## config.mk

```make
export PLATFORM = sky130hd
export DESIGN_NAME = swrm_div
export DESIGN_NICKNAME = d
export VERILOG_FILES = /design/src/swrm_pkg.sv /design/src/swrm_div.sv
export SDC_FILE = /design/constraint.sdc
export NUM_CORES = 1
export LEC_CHECK = 0
export BUFFER_PORTS_ARGS = -buffer_cell sky130_fd_sc_hd__buf_4
export CAP_MARGIN = 5
export CORE_MARGIN = 1.5
export CORE_UTILIZATION = 49
export DETAILED_ROUTE_END_ITERATION = 16
export PLACE_DENSITY = 0.87
export SYNTH_ARGS = -nofsm -noshare
export SYNTH_HDL_FRONTEND = slang
export SYNTH_SLANG_ARGS = --single-unit
```

## constraint.sdc

```tcl
create_clock -name clock -period 2.9 [get_ports clock]
set_input_delay 0.29 -clock clock [delete_from_list [all_inputs] [get_ports clock]]
set_output_delay 0.29 -clock clock [all_outputs]
set_load 0.01 [all_outputs]
```

## src/swrm_pkg.sv

```systemverilog
// Shared types and constants of the sliding window rate meter.
package swrm_pkg;
   localparam int TIME_W  = 63;
   localparam int LEN_W   = 16;
   localparam int CFG_W   = 40;
   localparam int BYTES_W = 26;
   localparam int PKTS_W  = 11;
   localparam int STAT_W  = 2;
   localparam int REQ_DATA_W = 80;
   localparam int RSP_DATA_W = 168;

   localparam logic [STAT_W-1:0] STAT_SAMPLE   = 2'd0;
   localparam logic [STAT_W-1:0] STAT_ORDER    = 2'd1;
   localparam logic [STAT_W-1:0] STAT_FULL     = 2'd2;

   localparam logic [1:0] REG_WIDTH = 2'd0;
   localparam logic [1:0] REG_STEP  = 2'd1;
   localparam logic [1:0] REG_START = 2'd2;

   localparam logic [CFG_W-1:0]  RESET_WIDTH = 40'd4294967296;
   localparam logic [CFG_W-1:0]  RESET_STEP  = 40'd214748364;
   localparam logic [TIME_W-1:0] TIME_MAX    = {TIME_W{1'b1}};

   typedef struct packed {
      logic [TIME_W-1:0]  sample_time;
      logic [BYTES_W-1:0] window_bytes;
      logic [PKTS_W-1:0]  window_packets;
      logic [TIME_W-1:0]  repeat_count;
      logic [STAT_W-1:0]  status;
   } res_type;
endpackage

```

## src/swrm_div.sv

```systemverilog
// Restoring divider, one quotient bit per cycle, for the empty gap repeat count.
module swrm_div (
   input  logic                        clock,
   input  logic                        reset,
   input  logic                        start,
   input  logic [swrm_pkg::TIME_W-1:0] num,
   input  logic [swrm_pkg::CFG_W-1:0]  den,
   output logic                        done,
   output logic [swrm_pkg::TIME_W-1:0] quo,
   output logic [swrm_pkg::CFG_W-1:0]  rem
);
   localparam int CW = $clog2(swrm_pkg::TIME_W + 1);

   logic                        busy_ff, busy_in;
   logic                        done_ff, done_in;
   logic [CW-1:0]               cnt_ff, cnt_in;
   logic [swrm_pkg::TIME_W-1:0] q_ff, q_in;
   logic [swrm_pkg::CFG_W:0]    r_ff, r_in;
   logic [swrm_pkg::CFG_W-1:0]  den_ff, den_in;
   logic [swrm_pkg::CFG_W:0]    trial;

   always_comb begin
      busy_in = busy_ff;
      done_in = 1'b0;
      cnt_in  = cnt_ff;
      q_in    = q_ff;
      r_in    = r_ff;
      den_in  = den_ff;
      trial   = {r_ff[swrm_pkg::CFG_W-1:0], q_ff[swrm_pkg::TIME_W-1]};
      if (start) begin
         busy_in = 1'b1;
         cnt_in  = CW'(swrm_pkg::TIME_W);
         q_in    = num;
         r_in    = '0;
         den_in  = den;
      end else if (busy_ff) begin
         if (trial >= {1'b0, den_ff}) begin
            r_in = trial - {1'b0, den_ff};
            q_in = {q_ff[swrm_pkg::TIME_W-2:0], 1'b1};
         end else begin
            r_in = trial;
            q_in = {q_ff[swrm_pkg::TIME_W-2:0], 1'b0};
         end
         cnt_in = cnt_ff - 1'b1;
         if (cnt_ff == CW'(1)) begin
            busy_in = 1'b0;
            done_in = 1'b1;
         end
      end
   end

   always_ff @(posedge clock) begin
      if (reset) begin
         busy_ff <= 1'b0;
         done_ff <= 1'b0;
         cnt_ff  <= '0;
      end else begin
         busy_ff <= busy_in;
         done_ff <= done_in;
         cnt_ff  <= cnt_in;
      end
      q_ff   <= q_in;
      r_ff   <= r_in;
      den_ff <= den_in;
   end

   assign done = done_ff;
   assign quo  = q_ff;
   assign rem  = r_ff[swrm_pkg::CFG_W-1:0];
endmodule

```

## Word-level counts from Yosys, hierarchy flattened

Index checks and enable logic that the tools add are counted.

- Add/subtract/negate cells: 2
- $mul: 0
- Divide/modulo/power cells: 0
- Magnitude comparators: 1
- Eq/ne operators: 1
- Shift operators: 0
- Multiplexer cells: 10
- Bitwise logic cells: 1
- Reduce and logical (&&, ||, !) cells: 2

Operator list:

| kind | number |
|---|---|
| two-way mux 63 bit | 2 |
| greater-or-equal comparator 41 x 40 -> 1 bit | 1 |
| two-way mux 40 bit | 1 |
| subtractor 40 bit | 1 |
| two-way mux 6 bit | 2 |
| equality test 6 x 1 -> 1 bit, second input constant | 1 |
| subtractor 6 x 1 -> 6 bit, second input constant | 1 |
| two-way mux 1 bit | 5 |
| OR reduction 3 bit | 1 |
| nonzero test 2 bit | 1 |
| NOT 1 bit | 1 |

- Register bits: 151
- Latch bits: 0
- Bits in writable memories: 0
- Memory bits (read-only): 0
- Input port bits: 106
- Output and inout bits: 104
- Word-level logic and storage cells: 23
- Memories kept: 0

## Longest topological paths before layout

Gate-level depths: netlist of the first run.

- Word-level depth: 4
- Depth in mapped cells: 14
- Depth with buffers taken out: 12

## Worst setup path after synthesis of the first run

No wires, ideal clock.

- Path kind: register -> register
- From: register r_ff[6] in the netlist's numbering
- To: register q_ff (netlist bit quo[0]) (data pin)
- Library setup time: 0.260 ns
- Arrival: 2.633 ns
- Required time: 2.640 ns
- Setup slack: 0.007 ns
- Stages on the path, launching flop included: 13
- Buffers on the path: 3
- Clock period less this slack: 2.893 ns
- Cells stage by stage: dfxtp_1 -> ha_1 -> clkbuf_2 -> and3_1 -> a211oi_1 -> o21a_1 -> nand2_2 -> o221ai_2 -> o31ai_4 -> a31o_1 -> buf_4 -> buf_4 -> mux2_2

- Cells in the longest elaborated chain, start to end: 4

Ends and longest elaborated chain:

| element | line | text |
|---|---|---|
| from (decl) | swrm_div.sv:18 | `logic [swrm_pkg::CFG_W:0] r_ff, r_in;` |
| from (signal assigned) | swrm_div.sv:63 | `r_ff <= r_in;` |
| greater-or-equal comparator 41 x 40 -> 1 bit | swrm_div.sv:37 | `if (trial >= {1'b0, den_ff}) begin` |
| two-way mux 1 bit | swrm_div.sv:37 |  |
| two-way mux 63 bit | swrm_div.sv:36 | `end else if (busy_ff) begin` |
| two-way mux 63 bit | swrm_div.sv:30 | `if (start) begin` |
| named net q_in (one bit) | swrm_div.sv:17 | `logic [swrm_pkg::TIME_W-1:0] q_ff, q_in;` |
| to (signal assigned) | swrm_div.sv:62 | `q_ff <= q_in;` |
| to (decl) | swrm_div.sv:17 |  |

The timed path passes the listed nets, and every way through them passes these cells. The select of a mux whose other input is x is not followed.
A chain may end at the register's enable or synchronous reset.

## Worst setup path after layout of the first run

- From: register den_ff[1] in the netlist's numbering
- To: register r_ff[5] in the netlist's numbering

- Cells in the longest elaborated chain, start to end: 2
- Elaborated cells between the ends (all ways): 3
- Classes of those cells: add/sub (1); order compare (1); mux (1)

Ends and longest elaborated chain:

| element | line | text |
|---|---|---|
| from (decl) | swrm_div.sv:19 | `logic [swrm_pkg::CFG_W-1:0] den_ff, den_in;` |
| from (signal assigned) | swrm_div.sv:64 | `den_ff <= den_in;` |
| subtractor 40 bit or greater-or-equal comparator 41 x 40 -> 1 bit (tied branches) | swrm_div.sv:38, swrm_div.sv:37 |  |
| two-way mux 40 bit (*) | swrm_div.sv:37 |  |

Every way passes the cells marked *; elsewhere a longest branch is shown, timed or not.

==> flow_summary.yaml, run 1 <==
pwr:
  power_leakage_nw: 4.876
  p_switching_mw: 1.949
  p_clk_frac: 0.353
  power_mw: 6.563
  p_int_mw: 4.613
  vdd_drop_max_uv: 540.7
  comb_power_share: 0.244
  netSwitchingFraction: 0.2970
  share_seq_of_total_power: 0.403
  p_per_area_mw_per_mm2: 578.5
global_route:
  first_global_vias: 7276
  grtUsageTotal: 0.2554
  grt_pass1_wl_um: 35820
  antenna_found_initial: 0
  grt_max_degree: 106
  overflow: 0
cells_and_area:
  layout-drive-gt1-share: 0.3855
  final_cell_mix: "buf_4, edfxtp_1, nor2_1"
  layout_commonest_cell: "buf_4"
  layout.nets: 1184
  area_growth_pct: 35.37
  multi_input_area_sq_mm: 0.004116
  stdcell_count: 1268
  diodes: 0
  nFillCells: 1215
  register_area_sq_mm: 0.004055
critical_path:
  rr_endpoint: "r_ff[5]$_SDFFE_PP0P_"
  regToRegSetupSlack_ns: -0.009
  worstPathMaxFanout: 4
  rr_worst_depth: 12
  rr_startpoint: "den_ff[1]$_DFFE_PP_"
  critical_path_required_ns: 3.25
  startpoint: "den_ff[1]$_DFFE_PP_"
  cp_data_arrival_time_ns: 3.26
  end_kind: "flop"
  criticalPathCategory: "flop to flop"
  crit_end: "r_ff[5]$_SDFFE_PP0P_"
  start_kind: "flop"
outcome:
  status: "finished with violations"
  failed_checks: "setup timing"
routing:
  routedWlPerCell_um: 18.30
  dr.pass1.iters: 6
  via_per_inst: 5.665
  drt-initial-drc-count: 504
  drt-total-wl_um: 23210
  drc: 0
  ant_nets: 0
  dr_total_vias: 7183
floorplan:
  initial_core_util: 0.5035
  die_area_sq_mm: 0.01789
  core_region_area_sq_mm: 0.01664
  die_h_um: 133.8
  io_pins: 210
  die_w_um: 133.8
  placementRows: 47
clock_tree:
  cts_buffers: 17
  cts_root_buffer: "clkbuf_16"
  clock_path_buffers: 2
  ctsHoldBuffers: 0
  cts.sinks: 151
  clk_pin_slew_ns: 0.07
  clkLatencyLatePin_ns: 0.44
  cts_tree: "done"
  htreeDepth: 4
sta:
  final-max-slew-violation-count: 0
  timing.fmax_mhz: 343.8
  rsz0062_at_grt: "true"
  max_slew_margin: 0.3628
  post-route-min-period_ns: 2.909
  setup_ws_ns: -0.008909
  tns_ns: -0.008909
  clock_skew_ns: 0.01299
  setup_violations: 1
  tightest_slew_ns: 0.9523
  finalCritPeriodShare: 1.003
  hold_viol: 0
yosys:
  synth_top_area_share: 0.3691
  syn-num-nets: 933
  synthCells: 784
  synth-compound-area-share: 0.1531
  ys_ff_latch: 151
  synthArstFlopShare: 0
  synth.yosys.seq_area_share: 0.4838
  synthSimpleGateAreaFrac: 0.1054
  synth_area_leader_cell: "edfxtp_1"
  synth_xor_xnor_area_share: 0.03763
  synth_ff_type: "edfxtp_1"
  yosys-top-cells-area: "edfxtp_1, dfxtp_1, mux2_2"
  avgSynthCellArea_sq_um: 10.69
  yosys_warnings: 0
  synthAdderAreaFrac: 0.06510
  synth_top_family_by_area: "compound AO/OA/AOI/OAI gates"
  syn_area_sq_mm: 0.008379
  synth_mux_area_frac: 0.1086
  synth_edf_count: 103
  ys_types: 57
flow_run:
  drv_cap: 0
placement:
  place_hpwl_um: 16680
  gp_congestion: 0.9242
  pre_cts_slack_ns: -0.1021
  port_buffers: 209
  dp_cells: 1228
hold_path:
  hp-start: "den[7]"
  hold_depth: 1
  hp-class: "input pin to flop"
-- worst min path at each step --
stage	slack, ns	to
3_3_place_gp	0.47	den_ff[32]$_DFFE_PP_
4_1_cts	0.02	den_ff[9]$_DFFE_PP_
5_1_grt	0.02	den_ff[11]$_DFFE_PP_
3_5_place_dp	0.47	den_ff[33]$_DFFE_PP_
6_report	0.03	den_ff[7]$_DFFE_PP_
2_1_floorplan	0.39	den_ff[0]$_DFFE_PP_
-- routing by layer --
metal	vias to the layer above	share of wire	track usage
li1	3393	-	-
met1	3415	0.39	0.2994
met2	313	0.49	0.4356
met3	62	0.082	0.07332
met4	0	0.034	0.1135
met5	-	0	0
-- cell type report --
class	instances	share of cell area
flip-flops and latches	151	0.3575
multi-input cells	540	0.3629
clock buffers	18	0.03783
repair buffers	272	0.1843
clock inverters	14	0.01566
well taps	220	0.02427
inverters	53	0.01754
-- power by group through the flow --
stage               registers [mW]  logic, mW  clock network [mW]
finish                        2.64       1.60                2.32
global route                  2.67       1.73                2.41
CTS                           2.64       1.53                2.33
detailed placement            2.68       1.50                   0
global placement              2.68       1.47                   0
floorplan                     2.73      0.810                   0
-- flip-flops by register name, indices dropped and copies added, names as in the netlist --
name	count
quo	63
den_ff	40
r_ff	40
cnt_ff	6
busy_ff	1
done	1
-- stage by stage --
stage          hold slack [ns]  cell area (sq um)    util
2_1_floorplan           0.3889               8379       -
3_3_place_gp            0.4687              10490  0.6300
3_5_place_dp            0.4692              10490  0.6300
4_1_cts                0.01855              11150  0.6700
5_1_grt                0.01700              11340  0.6816
6_report               0.02538              11340  0.6816
-- cell usage after synthesis, types with 8 or more instances --
| cell type | number |
|---|---|
| nand3_1 | 14 |
| xor2_1 | 12 |
| a311oi_1 | 14 |
| and3_1 | 8 |
| nand2b_1 | 8 |
| xnor2_1 | 24 |
| inv_1 | 53 |
| nand2_1 | 53 |
| o21a_1 | 8 |
| o21ai_0 | 24 |
| clkbuf_1 | 28 |
| a21o_1 | 23 |
| nor2b_1 | 8 |
| ha_1 | 42 |
| a21oi_1 | 48 |
| edfxtp_1 | 103 |
| nand4_1 | 11 |
| nor3_1 | 10 |
| nor2_1 | 64 |
| dfxtp_1 | 48 |
| a211oi_1 | 26 |
| mux2_2 | 63 |
| mux2i_1 | 20 |
-- worst max-delay path, stage by stage (launching register included) --
cell      delay, ns
edfxtp_1       0.36
inv_2          0.05
ha_4           0.26
nor2b_4        0.13
o211ai_1       0.13
a2111o_1       0.46
nand2_2        0.11
o221ai_4       0.13
o31ai_4        0.30
a31oi_2        0.17
buf_6          0.16
or3_1          0.31
a311oi_1       0.25
-- repair_timing --
action | 4_1_cts | 5_1_grt
buffers inserted | 3 | 7
resized for setup | 9 | 39
pin swaps | 2 | 17
setup endpoints to repair | 31 | 37
-- logic make-up (layout without fill, tap and decap cells) --
logic type / count (synthesis) / after routing
simple gates: 191 / 191
compound gates: 187 / 187
flops: 151 / 151
buf+inv: 93 / 357
mux: 83 / 83
fa+ha+maj: 43 / 43
xor+xnor: 36 / 36
Power figures use the tool's default switching activity.
==> inputs of run 2 (changes only) <==
--- a/config.mk
+++ b/config.mk
@@ -7,6 +7,7 @@
 export LEC_CHECK = 0
 export BUFFER_PORTS_ARGS = -buffer_cell sky130_fd_sc_hd__buf_4
 export CAP_MARGIN = 5
+export CORE_ASPECT_RATIO = 0.7
 export CORE_MARGIN = 1.5
 export CORE_UTILIZATION = 49
 export DETAILED_ROUTE_END_ITERATION = 16
==> flow_summary.yaml, run 2 (synthesis results as in run 1) <==
outcome:
  status: "finished with violations"
  failed_checks: "setup timing"
critical_path:
  worst-path-buf-inv: 2
  end_kind: "flop"
  critPathMaxStageDelay_ns: 0.42
  critical_path_required_ns: 3.23
  criticalPathCategory: "flop to flop"
  crit_family: "compound AO/OA/AOI/OAI gates"
  slowest_stage: "a2111o_1"
  worstPathMaxFanout: 7
  path_cells: "inv_2 -> ha_4 -> nor2b_4 -> o211ai_1 -> a2111o_1 -> nand2_2 -> o221ai_4 -> o31ai_4 -> a31o_2 -> buf_6 -> nand2_1 -> a311oi_1"
  start_kind: "flop"
  cp_data_arrival_time_ns: 3.32
cells_and_area:
  largest_reg_flops: 63
  final_cell_mix: "buf_4, edfxtp_1, nor2_1, mux2_2, nand2_1"
  layout_commonest_cell: "buf_4"
  layout-drive-gt1-share: 0.4055
  area_growth_pct: 37.72
  post-route-util: 0.6976
  diodes: 0
  layout.nets: 1189
  fin_area_sq_mm: 0.01154
  stdcell_count: 1278
pwr:
  p_switching_mw: 2.063
  power_mw: 6.575
  power_leakage_nw: 4.920
  p_int_mw: 4.513
  vdd_drop_max_uv: 357.4
  netSwitchingFraction: 0.3137
  share_seq_of_total_power: 0.403
  p_clk_frac: 0.338
  p_per_area_mw_per_mm2: 569.8
  comb_power_share: 0.258
placement:
  placed_cell_area_sq_mm: 0.01047
  dp_cells: 1232
  port_buffers: 209
  place_hpwl_um: 17000
  gp_congestion: 0.9385
sta:
  setup_ws_ns: -0.09000
  tightest_slew_ns: 0.8904
  clock_skew_ns: 0.02453
  finalCritPeriodShare: 1.031
  rsz0062_at_grt: "true"
  hold_viol: 0
  max_slew_margin: 0.4042
  setup_violations: 27
  final-max-slew-violation-count: 0
  hold_ws_ns: 0.01786
  post-route-min-period_ns: 2.990
  timing.fmax_mhz: 334.4
global_route:
  grtUsageTotal: 0.2585
  antenna_found_initial: 0
  overflow: 0
  grt_max_degree: 110
  grt_pass1_wl_um: 36130
  first_global_vias: 6858
routing:
  drc: 0
  ant_nets: 0
  drt-total-wl_um: 24370
  drt-initial-drc-count: 778
  via_per_inst: 5.714
  routedWlPerCell_um: 19.07
  dr_total_vias: 7303
  dr.pass1.iters: 5
clock_tree:
  cts.sinks: 151
  cts_tree: "done"
  clkLatencyLatePin_ns: 0.44
  cts_buffers: 17
  cts_root_buffer: "clkbuf_16"
  htreeDepth: 4
  ctsHoldBuffers: 0
  clock_path_buffers: 2
  clk_pin_slew_ns: 0.07
floorplan:
  die_h_um: 112.4
  die_area_sq_mm: 0.01791
  initial_core_util: 0.5065
  core_region_area_sq_mm: 0.01654
  die_w_um: 159.3
  placementRows: 39
  io_pins: 210
hold_path:
  hp-class: "input pin to flop"
flow_run:
  drv_cap: 0
run 2: cell types whose count changed in the layout (fill, tap and decap cells not counted), sizes merged:
| cell | before | now |
|---|---|---|
| clkinv | 2 | 8 |
| buf | 272 | 277 |
| inv | 63 | 59 |
| bufinv | 2 | 0 |
| clkbuf | 18 | 17 |
| clkinvlp | 0 | 1 |
run 2: final timing paths:
path                                end                  start  cells after the start  slack (ns)
setup / recovery   r_ff[4]$_SDFFE_PP0P_    den_ff[1]$_DFFE_PP_                     12       -0.09
hold / removal     den_ff[13]$_DFFE_PP_                den[13]                      1        0.02
setup reg to reg   r_ff[4]$_SDFFE_PP0P_    den_ff[1]$_DFFE_PP_                     12       -0.09
hold reg to reg   r_ff[37]$_SDFFE_PP0P_  r_ff[37]$_SDFFE_PP0P_                      2        0.52
run 2: metal layers:
metal / track usage / vias up / wire length (um)
li1: - / 3403 / -
met1: 0.3643 / 3485 / 10440
met2: 0.3918 / 373 / 11160
met3: 0.07354 / 42 / 2304
met4: 0.06730 / 0 / 456
met5: 0 / - / 0
run 2: repair_timing:
item                       CTS  global route
pin swaps                   10            24
setup buffers                6            10
hold endpoints to repair     0             0
setup endpoints to repair   38            40
resized for setup           13            61
run 2: layout make-up:
type	instances	area [sq um]
clock buffers	17	425.4
flip-flops and latches	151	4055
multi-input cells	540	4265
well taps	225	281.5
inverters	53	198.9
fillers	1175	5002
clock inverters	15	177.7
repair buffers	277	2136
run 2: worst register-to-register path, cell delays in order, from the launching register on:
cell,delay (ns)
edfxtp_1,0.38
inv_2,0.07
ha_4,0.26
nor2b_4,0.14
o211ai_1,0.13
a2111o_1,0.42
nand2_2,0.12
o221ai_4,0.13
o31ai_4,0.34
a31o_2,0.29
buf_6,0.17
nand2_1,0.09
a311oi_1,0.34
run 2: per-stage QoR:
step | setup slack (ns) | setup TNS [ns]
after CTS | 0.004796 | 0
after floorplan | 0.007232 | 0
after global placement | -0.00005640 | -0.00005640
after global routing | -0.1697 | -3.695
after detailed placement | -0.1291 | -1.203
final | -0.09000 | -0.7633
run 2: power by group through the flow:
| stage | logic, mW | registers [mW] | clock network (mW) |
|---|---|---|---|
| final | 1.70 | 2.65 | 2.22 |
| after global routing | 1.81 | 2.68 | 2.34 |
| after floorplan | 0.810 | 2.73 | 0 |
| after CTS | 1.54 | 2.65 | 2.25 |
| after detailed placement | 1.50 | 2.69 | 0 |
| after global placement | 1.46 | 2.68 | 0 |
==> inputs of run 3 (changes only) <==
--- a/config.mk
+++ b/config.mk
@@ -5,11 +5,12 @@
 export SDC_FILE = /design/constraint.sdc
 export NUM_CORES = 1
 export LEC_CHECK = 0
+export ABC_AREA = 1
 export BUFFER_PORTS_ARGS = -buffer_cell sky130_fd_sc_hd__buf_4
 export CAP_MARGIN = 5
 export CORE_ASPECT_RATIO = 0.7
 export CORE_MARGIN = 1.5
-export CORE_UTILIZATION = 49
+export CORE_UTILIZATION = 50
 export DETAILED_ROUTE_END_ITERATION = 16
 export PLACE_DENSITY = 0.87
 export SYNTH_ARGS = -nofsm -noshare
==> flow_summary.yaml, run 3 <==
cells_and_area:
  layout_commonest_cell: "nand2_1"
  largest_reg_flops: 63
  layout.nets: 1690
  area_growth_pct: 24.41
  fin_area_sq_mm: 0.01181
  diodes: 0
  final_cell_mix: "nand2_1, inv_1, buf_4"
  layout-drive-gt1-share: 0.1750
clock_tree:
  htreeDepth: 4
  cts_tree: "done"
  cts.sinks: 151
  cts_root_buffer: "clkbuf_16"
  cts_setup_buffers: 0
  clock_path_buffers: 2
  clkLatencyLatePin_ns: 0.43
  clk_pin_slew_ns: 0.07
  ctsHoldBuffers: 0
  cts_buffers: 17
  cts_resized: 0
global_route:
  grtUsageTotal: 0.2813
  overflow: 0
  first_global_vias: 8272
  antenna_found_initial: 0
  grt_pass1_wl_um: 43660
  grt_max_degree: 65
yosys:
  syn-num-nets: 1486
  synth_top_area_share: 0.3258
  synthAdderAreaFrac: 0.05747
  synthArstFlopShare: 0
  yosys_warnings: 0
  post-synth-top-count-cell: "nand2_1"
  synthCells: 1337
  ys_ff_latch: 151
  ys_types: 38
  synth_edf_count: 103
  synth_xor_xnor_area_share: 0.02030
  synth.yosys.seq_area_share: 0.4270
  avgSynthCellArea_sq_um: 7.100
  synth_ff_type: "edfxtp_1"
  synth-compound-area-share: 0.04205
  synthSimpleGateAreaFrac: 0.3444
  synth_mux_area_frac: 0
  yosys-top-cells-area: "edfxtp_1, nand2_1, dfxtp_1"
  synth_top_family_by_area: "simple AND/OR/NAND/NOR gates"
  synth_area_leader_cell: "edfxtp_1"
  syn_area_sq_mm: 0.009493
  ys_top_cells_by_count: "nand2_1, inv_1, edfxtp_1"
critical_path:
  worstPathMaxFanout: 40
  rr_worst_depth: 12
  criticalPathCategory: "flop to flop"
  critical_path_required_ns: 3.20
  start_kind: "flop"
  end_kind: "flop"
  cp_data_arrival_time_ns: 2.94
floorplan:
  die_area_sq_mm: 0.01983
  placementRows: 41
  io_pins: 210
  die_w_um: 167.7
  die_h_um: 118.3
  core_region_area_sq_mm: 0.01831
  initial_core_util: 0.5183
sta:
  tightest_slew_ns: 0.6144
  hold_viol: 0
  final-max-slew-violation-count: 0
  rsz0062_at_grt: "false"
  finalCritPeriodShare: 0.9116
  clock_skew_ns: 0.01491
  max_slew_margin: 0.5904
  tns_ns: 0
  setup_violations: 0
  timing.fmax_mhz: 378.2
  post-route-min-period_ns: 2.644
  setup_ws_ns: 0.2562
hold_path:
  hold_depth: 1
  hp-class: "input pin to flop"
routing:
  routedWlPerCell_um: 15.50
  drt-total-wl_um: 27740
  drc: 0
  drt-initial-drc-count: 1010
  dr_total_vias: 9206
  dr.pass1.iters: 6
  ant_nets: 0
  via_per_inst: 5.143
flow_run:
  drv_cap: 0
placement:
  gp_congestion: 1.003
  port_buffers: 209
  placed_cell_area_sq_mm: 0.01125
  pre_cts_slack_ns: 0.3678
  place_hpwl_um: 21290
pwr:
  vdd_drop_max_uv: 340.7
  power_mw: 5.484
  p_per_area_mw_per_mm2: 464.4
  power_leakage_nw: 6.394
outcome:
  status: "complete, no violations"
run 3: cell types whose count changed after synthesis, sizes merged, moves of 18 or more:
cell    change
nand3b     +18
a21oi      -18
nand3      +81
inv       +169
a211oi     -26
nand2     +529
mux2i      -20
a21o       -21
mux2       -63
run 3: worst max-delay path, cell delays in order (launching register included):
cell and delay, ns:
dfxtp_1 0.35, ha_1 0.37, nand2_1 0.12, nor2_1 0.32, nand2_1 0.15, nor2_1 0.12, nand2_1 0.09, nand3_2 0.11
nand2_4 0.16, nand2_4 0.43, nand2_1 0.11, nand3_1 0.10, o21ai_1 0.08
run 3: stage by stage:
| step | util | std cells | hold WS, ns |
|---|---|---|---|
| after global placement | 0.6143 | 1758 | 0.4620 |
| after detailed placement | 0.6143 | 1758 | 0.4693 |
| after global routing | 0.6449 | 1790 | 0.01702 |
| after floorplan | - | 1337 | 0.3591 |
| after CTS | 0.6449 | 1790 | 0.01549 |
| final | 0.6449 | 1790 | 0.02915 |
run 3: final cells by class:
class                           count  area (sq um)
Fill cell                        1560          6504
Timing Repair Buffer              218          1649
Clock inverter                     14         131.4
Inverter                          225         844.6
Clock buffer                       18         429.2
Multi-Input combinational cell    928          4407
Sequential cell                   151          4054
Tap cell                          236         295.3
run 3: layer usage:
metal	track usage	routed length [um]
met1	0.4256	13390
met2	0.4143	11770
met3	0.04923	2205
met4	0.06532	374
met5	0	0
run 3: power by group:
part           internal (mW)  switching [mW]  leakage (nW)
registers               2.48          0.0769          1.43
logic                  0.344           0.457          4.70
clock network           1.13           0.994         0.266
run 3: final timing paths:
check | startpoint | end | slack (ns)
setup / recovery | r_ff[19]$_SDFFE_PP0P_ | r_ff[0]$_SDFFE_PP0P_ | 0.26
hold / removal | den[16] | den_ff[16]$_DFFE_PP_ | 0.03
setup reg to reg | r_ff[19]$_SDFFE_PP0P_ | r_ff[0]$_SDFFE_PP0P_ | 0.26
hold reg to reg | r_ff[24]$_SDFFE_PP0P_ | r_ff[24]$_SDFFE_PP0P_ | 0.49
run 3: logic make-up (layout without fill, tap and decap cells):
| logic type | Yosys count | in the layout |
|---|---|---|
| fa+ha+maj | 43 | 43 |
| flops | 151 | 151 |
| compound gates | 72 | 72 |
| xor+xnor | 22 | 22 |
| simple gates | 791 | 791 |
| buf+inv | 258 | 475 |
